==> config.mk <==
export PLATFORM = sky130hd
export DESIGN_NAME = footprint_box_predicate_filter_core
export DESIGN_NICKNAME = d
export VERILOG_FILES = /design/src/design/fbpf_pkg.sv /design/src/design/fbpf_axis_lane.sv /design/src/design/fbpf_merge.sv /design/src/design/footprint_box_predicate_filter_core.sv
export SDC_FILE = /design/constraint.sdc
export NUM_CORES = 2
export LEC_CHECK = 0
export BUFFER_PORTS_ARGS = -buffer_cell sky130_fd_sc_hd__buf_2
export CELL_PAD_IN_SITES_DETAIL_PLACEMENT = 0
export CELL_PAD_IN_SITES_GLOBAL_PLACEMENT = 2
export CORE_AREA = 2 2 308 310
export CTS_BUF_LIST = sky130_fd_sc_hd__clkbuf_8
export CTS_CLUSTER_SIZE = 12
export DETAILED_ROUTE_END_ITERATION = 6
export DIE_AREA = 0 0 310 312
export HOLD_SLACK_MARGIN = 0.06
export PLACE_DENSITY = 0.79
export SETUP_SLACK_MARGIN = 0.05
export SLEW_MARGIN = 20
export SYNTH_ARGS = -nofsm -noshare
export SYNTH_HDL_FRONTEND = slang
export SYNTH_SLANG_ARGS = --single-unit
==> constraint.sdc <==
create_clock -name clk -period 8.2 [get_ports clk]
set_input_delay 1.23 -clock clk [delete_from_list [all_inputs] [get_ports clk]]
set_output_delay 1.23 -clock clk [all_outputs]
set_load 0.05 [all_outputs]
==> src/design/fbpf_pkg.sv <==
`timescale 1ns / 1ps
// ----------------------------------------------------------------------------
// fbpf_pkg
// Shared types and constants of the footprint box predicate filter.
// ----------------------------------------------------------------------------
package fbpf_pkg;

  localparam int unsigned MAX_BATCH_DEF = 32'd65536;

  localparam int COORD_W = 32;
  localparam int CFG_AW  = 5;
  localparam int CFG_DW  = 32;
  localparam int POS_OUT_W   = 16;
  localparam int MATCH_OUT_W = 17;

  typedef logic signed [COORD_W-1:0] coord_t;

  typedef enum logic [2:0] {
    REG_BOX_X_MIN    = 3'd0,
    REG_BOX_X_MAX    = 3'd1,
    REG_BOX_Y_MIN    = 3'd2,
    REG_BOX_Y_MAX    = 3'd3,
    REG_PREDICATE    = 3'd4,
    REG_INVERT       = 3'd5,
    REG_POINT_MODE   = 3'd6,
    REG_UNUSED       = 3'd7
  } reg_idx_t;

  typedef enum logic [3:0] {
    OP_OVERLAPS  = 4'd0,
    OP_CONTAINS  = 4'd1,
    OP_WITHIN    = 4'd2,
    OP_SAME      = 4'd3,
    OP_OVERLEFT  = 4'd4,
    OP_OVERRIGHT = 4'd5,
    OP_OVERABOVE = 4'd6,
    OP_OVERBELOW = 4'd7,
    OP_LEFT      = 4'd8,
    OP_RIGHT     = 4'd9,
    OP_ABOVE     = 4'd10,
    OP_BELOW     = 4'd11,
    OP_COMMLEFT  = 4'd12,
    OP_COMMRIGHT = 4'd13,
    OP_COMMABOVE = 4'd14,
    OP_COMMBELOW = 4'd15
  } op_t;

  // Footprint extent of one axis against the query bounds of that axis.
  typedef struct packed {
    logic min_gt_hi;
    logic max_lt_lo;
    logic min_le_lo;
    logic min_ge_lo;
    logic max_ge_hi;
    logic max_le_hi;
    logic min_eq_lo;
    logic max_eq_hi;
  } axis_flags_t;

endpackage

==> src/design/fbpf_axis_lane.sv <==
`timescale 1ns / 1ps
// ----------------------------------------------------------------------------
// fbpf_axis_lane
// One axis lane: min/max over the four corners (corner_0 alone in point
// mode), registered, then compared against the query bounds of that axis.
// ----------------------------------------------------------------------------
module fbpf_axis_lane (
  input  logic                clk,
  input  logic                load,
  input  logic                point_mode,
  input  fbpf_pkg::coord_t    corner_0,
  input  fbpf_pkg::coord_t    corner_1,
  input  fbpf_pkg::coord_t    corner_2,
  input  fbpf_pkg::coord_t    corner_3,
  input  fbpf_pkg::coord_t    bound_lo,
  input  fbpf_pkg::coord_t    bound_hi,
  output fbpf_pkg::axis_flags_t flags
);
  import fbpf_pkg::*;

  coord_t min_a, min_b, max_a, max_b;
  coord_t ext_min_next, ext_max_next;
  coord_t ext_min, ext_max;

  always_comb begin
    min_a = (corner_0 < corner_1) ? corner_0 : corner_1;
    min_b = (corner_2 < corner_3) ? corner_2 : corner_3;
    max_a = (corner_0 < corner_1) ? corner_1 : corner_0;
    max_b = (corner_2 < corner_3) ? corner_3 : corner_2;
    if (point_mode) begin
      ext_min_next = corner_0;
      ext_max_next = corner_0;
    end else begin
      ext_min_next = (min_a < min_b) ? min_a : min_b;
      ext_max_next = (max_a < max_b) ? max_b : max_a;
    end
  end

  always_ff @(posedge clk) begin
    if (load) begin
      ext_min <= ext_min_next;
      ext_max <= ext_max_next;
    end
  end

  always_comb begin
    flags.min_gt_hi = ext_min >  bound_hi;
    flags.max_lt_lo = ext_max <  bound_lo;
    flags.min_le_lo = ext_min <= bound_lo;
    flags.min_ge_lo = ext_min >= bound_lo;
    flags.max_ge_hi = ext_max >= bound_hi;
    flags.max_le_hi = ext_max <= bound_hi;
    flags.min_eq_lo = ext_min == bound_lo;
    flags.max_eq_hi = ext_max == bound_hi;
  end

endmodule

==> src/design/fbpf_merge.sv <==
`timescale 1ns / 1ps
// ----------------------------------------------------------------------------
// fbpf_merge
// Combine latitude and longitude lane flags into the selected predicate.
// ----------------------------------------------------------------------------
module fbpf_merge (
  input  fbpf_pkg::op_t         op,
  input  logic                  invert,
  input  fbpf_pkg::axis_flags_t lat,
  input  fbpf_pkg::axis_flags_t lon,
  output logic                  pass
);
  import fbpf_pkg::*;

  logic hit;

  always_comb begin
    case (op)
      OP_OVERLAPS:  hit = !(lat.min_gt_hi || lat.max_lt_lo ||
                            lon.min_gt_hi || lon.max_lt_lo);
      OP_CONTAINS:  hit = lat.min_le_lo && lat.max_ge_hi &&
                          lon.min_le_lo && lon.max_ge_hi;
      OP_WITHIN:    hit = lat.min_ge_lo && lat.max_le_hi &&
                          lon.min_ge_lo && lon.max_le_hi;
      OP_SAME:      hit = lat.min_eq_lo && lat.max_eq_hi &&
                          lon.min_eq_lo && lon.max_eq_hi;
      OP_OVERLEFT:  hit = lat.max_le_hi;
      OP_OVERRIGHT: hit = lat.min_ge_lo;
      OP_OVERABOVE: hit = lon.min_ge_lo;
      OP_OVERBELOW: hit = lon.max_le_hi;
      OP_LEFT:      hit = lat.max_lt_lo;
      OP_RIGHT:     hit = lat.min_gt_hi;
      OP_ABOVE:     hit = lon.min_gt_hi;
      OP_BELOW:     hit = lon.max_lt_lo;
      OP_COMMLEFT:  hit = lat.max_ge_hi;
      OP_COMMRIGHT: hit = lat.min_le_lo;
      OP_COMMABOVE: hit = lon.min_le_lo;
      OP_COMMBELOW: hit = lon.max_ge_hi;
      default:      hit = 1'b0;
    endcase
    pass = hit ^ invert;
  end

endmodule

==> src/design/footprint_box_predicate_filter_core.sv <==
`timescale 1ns / 1ps
// ----------------------------------------------------------------------------
// footprint_box_predicate_filter_core
// Bounding-box predicate filter over four-corner footprints, with batch
// position and compaction slot counting.
// Path: input beat, lane min/max register stage, merge/count output register.
// Throughput: one beat per cycle while out_stall is low; set by both
// register stages.
// Reset: clears config registers, pipeline valids, position and match counts.
// ----------------------------------------------------------------------------
module footprint_box_predicate_filter_core #(
  parameter int unsigned MAX_BATCH = fbpf_pkg::MAX_BATCH_DEF
) (
  input  logic                             clk,
  input  logic                             rst,
  // config port
  input  logic                             psel,
  input  logic                             penable,
  input  logic                             pwrite,
  input  logic [fbpf_pkg::CFG_AW-1:0]      paddr,
  input  logic [fbpf_pkg::CFG_DW-1:0]      pwdata,
  output logic [fbpf_pkg::CFG_DW-1:0]      prdata,
  output logic                             pready,
  // input channel
  input  logic                             in_valid,
  output logic                             in_stall,
  input  fbpf_pkg::coord_t                 lat_corner_0,
  input  fbpf_pkg::coord_t                 lat_corner_1,
  input  fbpf_pkg::coord_t                 lat_corner_2,
  input  fbpf_pkg::coord_t                 lat_corner_3,
  input  fbpf_pkg::coord_t                 lon_corner_0,
  input  fbpf_pkg::coord_t                 lon_corner_1,
  input  fbpf_pkg::coord_t                 lon_corner_2,
  input  fbpf_pkg::coord_t                 lon_corner_3,
  input  logic                             batch_end,
  // output channel
  output logic                             out_valid,
  input  logic                             out_stall,
  output logic                             passed,
  output logic [fbpf_pkg::POS_OUT_W-1:0]   item_position,
  output logic [fbpf_pkg::POS_OUT_W-1:0]   write_slot,
  output logic [fbpf_pkg::MATCH_OUT_W-1:0] matches_so_far,
  output logic                             batch_done
);
  import fbpf_pkg::*;

  localparam int POS_W = $clog2(MAX_BATCH);
  localparam int CNT_W = $clog2(MAX_BATCH + 1);
  localparam logic [POS_W-1:0] POS_LAST  = POS_W'(MAX_BATCH - 1);
  localparam logic [CNT_W-1:0] MATCH_CAP = CNT_W'(MAX_BATCH);

  // config registers
  coord_t   box_x_min, box_x_max, box_y_min, box_y_max;
  op_t      predicate_select;
  logic     invert_result;
  logic     point_mode;
  reg_idx_t reg_idx;
  logic     cfg_wr;

  assign pready  = 1'b1;
  assign reg_idx = reg_idx_t'(paddr[CFG_AW-1:2]);
  assign cfg_wr  = psel && penable && pwrite;

  always_ff @(posedge clk) begin
    if (rst) begin
      box_x_min        <= '0;
      box_x_max        <= '0;
      box_y_min        <= '0;
      box_y_max        <= '0;
      predicate_select <= OP_OVERLAPS;
      invert_result    <= 1'b0;
      point_mode       <= 1'b0;
    end else if (cfg_wr) begin
      case (reg_idx)
        REG_BOX_X_MIN:  box_x_min        <= coord_t'(pwdata);
        REG_BOX_X_MAX:  box_x_max        <= coord_t'(pwdata);
        REG_BOX_Y_MIN:  box_y_min        <= coord_t'(pwdata);
        REG_BOX_Y_MAX:  box_y_max        <= coord_t'(pwdata);
        REG_PREDICATE:  predicate_select <= op_t'(pwdata[3:0]);
        REG_INVERT:     invert_result    <= pwdata[0];
        REG_POINT_MODE: point_mode       <= pwdata[0];
        default: ;
      endcase
    end
  end

  always_comb begin
    case (reg_idx)
      REG_BOX_X_MIN:  prdata = CFG_DW'(box_x_min);
      REG_BOX_X_MAX:  prdata = CFG_DW'(box_x_max);
      REG_BOX_Y_MIN:  prdata = CFG_DW'(box_y_min);
      REG_BOX_Y_MAX:  prdata = CFG_DW'(box_y_max);
      REG_PREDICATE:  prdata = CFG_DW'(predicate_select);
      REG_INVERT:     prdata = CFG_DW'(invert_result);
      REG_POINT_MODE: prdata = CFG_DW'(point_mode);
      default:        prdata = '0;
    endcase
  end

  // pipeline control
  logic s1_valid;
  logic s1_batch_end;
  logic out_ready, s1_ready, load, advance;

  assign out_ready = !out_valid || !out_stall;
  assign s1_ready  = !s1_valid || out_ready;
  assign in_stall  = !s1_ready;
  assign load      = in_valid && s1_ready;
  assign advance   = s1_valid && out_ready;

  // lanes
  axis_flags_t lat_flags, lon_flags;

  fbpf_axis_lane u_lat_lane (
    .clk        (clk),
    .load       (load),
    .point_mode (point_mode),
    .corner_0   (lat_corner_0),
    .corner_1   (lat_corner_1),
    .corner_2   (lat_corner_2),
    .corner_3   (lat_corner_3),
    .bound_lo   (box_y_min),
    .bound_hi   (box_y_max),
    .flags      (lat_flags)
  );

  fbpf_axis_lane u_lon_lane (
    .clk        (clk),
    .load       (load),
    .point_mode (point_mode),
    .corner_0   (lon_corner_0),
    .corner_1   (lon_corner_1),
    .corner_2   (lon_corner_2),
    .corner_3   (lon_corner_3),
    .bound_lo   (box_x_min),
    .bound_hi   (box_x_max),
    .flags      (lon_flags)
  );

  logic pass;

  fbpf_merge u_merge (
    .op     (predicate_select),
    .invert (invert_result),
    .lat    (lat_flags),
    .lon    (lon_flags),
    .pass   (pass)
  );

  // batch counters
  logic [POS_W-1:0] position_counter, position_counter_next;
  logic [CNT_W-1:0] match_counter, match_bumped;

  always_comb begin
    match_bumped = match_counter;
    if (pass && (match_counter < MATCH_CAP)) begin
      match_bumped = match_counter + CNT_W'(1);
    end
    position_counter_next = (position_counter == POS_LAST) ? '0
                          : position_counter + POS_W'(1);
  end

  always_ff @(posedge clk) begin
    if (rst) begin
      s1_valid         <= 1'b0;
      out_valid        <= 1'b0;
      position_counter <= '0;
      match_counter    <= '0;
    end else begin
      if (s1_ready) begin
        s1_valid <= in_valid;
      end
      if (out_ready) begin
        out_valid <= s1_valid;
      end
      if (advance) begin
        if (s1_batch_end) begin
          position_counter <= '0;
          match_counter    <= '0;
        end else begin
          position_counter <= position_counter_next;
          match_counter    <= match_bumped;
        end
      end
    end
  end

  always_ff @(posedge clk) begin
    if (load) begin
      s1_batch_end <= batch_end;
    end
    if (advance) begin
      passed         <= pass;
      item_position  <= POS_OUT_W'(position_counter);
      write_slot     <= POS_OUT_W'(match_counter);
      matches_so_far <= MATCH_OUT_W'(match_bumped);
      batch_done     <= s1_batch_end;
    end
  end

endmodule

==> impl_metrics.ini <==
[status]
outcome = finished, final reports clean

[global_routing]
grt.met1_usage = 0.308
overflow = 0
grt_pass1_vias = 26900
grt_max_degree = 79
antenna_found_initial = 18
grt.total_usage = 0.221
grt_use_met2 = 0.363
met3_usage = 0.0333
grt_first_pass_wirelength_mm = 164
grt.busiest_layer = met2

[floorplanning]
start_util = 0.329
row_count = 112
io_pins = 387
dieArea_sq_um = 96700
die_w_um = 310
dieHeight_um = 312
core_region_area_sq_um = 93000

[final_layout]
final_common_cell = nand2_1
syn_to_final_growth_pct = 14.9
drive_gt1_frac = 0.163
multi_input_area_sq_um = 20200
final-seq-area_sq_um = 8790
nets = 4797
final_cell_mix = 547 x nand2_1, 504 x ha_1, 390 x a21oi_1, 382 x buf_2, 298 x inv_1
fillers = 9779

[setup_path]
required_ps = 8620
crit_type = in2reg
crit_family = compound AO/OA/AOI/OAI gates
cpMaxStageDelayCell = or4_1
worstPathCellList = buf_2 -> inv_1 -> ha_1 -> nand4_1 -> nor2_1 -> nand2_1 -> or4_1 -> o21ai_1 -> xor2_4 -> buf_12 -> mux2_2 -> ha_1 -> a21oi_1 -> nor2b_1 -> o21ai_0 -> nand2b_1 -> a21oi_1 -> nor2b_1 -> o21ai_0 -> nand3_1 -> nor4bb_1 -> a21oi_4 -> buf_4 -> o311ai_0
path_buf_inv = 4
critPathMaxStageDelay_ps = 540
worst-path-max-fanout = 45
worstPathArrival_ps = 7380
start_kind = input port
end_kind = register

[route]
dr.first_iter.drc_count = 2148
ant_nets = 0
wl_mm = 110
vias = 28200
wl_per_cell_um = 20.8
drt_pass1_iterations = 5
viasPerCell = 5.32
drc = 0

[pwr]
ir_drop_mv = 0.106
powerDensity_nw_per_um2 = 196
leakagePower_nw = 15.1
total_power_mw = 6.92

[clocking]
cts_tree = built
cts_hold_buf = 0
htree_levels = 2
cts_buffer_depth = 3
cts.sinks = 349
cts_buffers = 61
clkSlewWorstSetupHoldPaths_ps = 60
insertion_delay_ps = 700
ctsResizeCount = 0
post_cts_buffers = 0
root_buffer = clkbuf_8

[synth]
synthArstFlopShare = 0
synth-seq-area-share = 0.287
synthDistinctLibCells = 84
synth_cells = 3677
ys_seq_elements = 349
synthesis.area_sq_um = 30600
avgSynthCellArea_sq_um = 8.33
synth_warnings = 0
ys_dominant_reg_cell = edfxtp_1
syn_nets = 4482
synth_edf_count = 180

[timing]
slew_headroom = 0.220
fmax_mhz = 144
fin_crit_sh = 0.849
tightest_slew_ps = 1170
hold_viol_final = 0
fin_setup_tns_ps = 0
drv_slew = 0
rsz0062_at_grt = no
setup_viol = 0
fin_crit_ps = 6960
finClkSkew_ps = 42.9

[place]
gp_congestion = 0.899
hpwlAfterDp_mm = 89.4
port-buffer-count = 383

[hold_path]
hold_class = reg2reg

[run]
drv_cap = 0
## cell usage after synthesis (20+ instances only)
library cell	instances	share of area
clkbuf_1	136	0.017
o311ai_0	39	0.011
buf_1	20	0.0024
nand4_1	100	0.020
nand2_1	551	0.067
mux2i_1	113	0.037
dfxtp_1	169	0.11
buf_2	22	0.0036
o221a_2	32	0.012
mux2_2	65	0.024
nor4_1	20	0.0041
a21o_1	105	0.026
ha_1	504	0.21
nor2_1	212	0.026
o211ai_1	21	0.0051
nor3_1	41	0.0067
a31oi_1	47	0.0096
inv_1	283	0.035
a21oi_1	391	0.064
xor2_1	22	0.0063
nor2b_1	37	0.0076
nand3_1	87	0.014
o22a_1	31	0.0089
nand2b_1	20	0.0041
a22oi_1	58	0.014
edfxtp_1	180	0.18
o21ai_0	173	0.028
## final timing paths
path	from	to	slack, ps	cells after the start
setup reg to reg	box_x_max[31]	matches_so_far[15]	3390	14
hold reg to reg	box_x_max[28]	box_x_max[28]	470	2
hold / removal	box_x_max[28]	box_x_max[28]	470	2
setup / recovery	lon_corner_1[31]	u_lon_lane.ext_max[25]	1240	24
## through the flow
| step | instance area [sq um] | setup slack [ps] | cells | util | hold WS (ps) |
|---|---|---|---|---|---|
| 6_report | 35200 | 1240 | 5305 | 0.379 | 473 |
| 5_1_grt | 35200 | 843 | 5301 | 0.378 | 493 |
| 4_1_cts | 35200 | 1360 | 5299 | 0.378 | 475 |
| 3_5_place_dp | 34000 | 633 | 5183 | 0.365 | 460 |
| 3_3_place_gp | 34000 | 792 | 5183 | 0.365 | 457 |
| 2_1_floorplan | 30600 | 254 | 3677 | - | 424 |
## state kept, by name, summed over array words and instances (netlist names), 32 cells and up
signal and flops:
u_lon_lane.ext_max 32, box_x_min 32, box_y_min 32, u_lat_lane.ext_min 32, u_lon_lane.ext_min 32, box_x_max 32, box_y_max 32, u_lat_lane.ext_max 32
## cells by family after synthesis
family,Yosys count,synth area share
and+or+nand+nor,1144,0.169
AOI/OAI and AO/OA,1004,0.209
muxes,179,0.0613
DFF,349,0.287
other,1,0.000122
adders and majority gates,504,0.206
buffers and inverters,464,0.0583
xor gates and xnor gates,32,0.00939
## tightest hold or removal path, cell delays in order, from the launching register on
cell and delay [ps]:
dfxtp_1 320, nand2_1 50, a21oi_1 50
## cell type report
class	instances	area share
well taps	1254	0.0445
inverters	283	0.0302
clock inverters	51	0.00916
clock buffers	65	0.0254
repair buffers	433	0.0659
multi-input cells	2864	0.575
diodes	6	0.000426
flip-flops and latches	349	0.250
## power by group
group / leakage, nW / switching (mW) / internal [mW]
sequential: 3.11 / 0.157 / 2.12
combinational: 11.2 / 1.76 / 1.26
clock: 0.695 / 0.785 / 0.837
## metal layers
layer	routed length [um]	up-vias	part of all wire
met5	115	-	0.0010
met4	1780	18	0.016
met3	6750	129	0.061
met2	50700	805	0.46
met1	51100	13100	0.46
li1	-	14100	-
No activity file was read; power rests on OpenSTA's default activity.
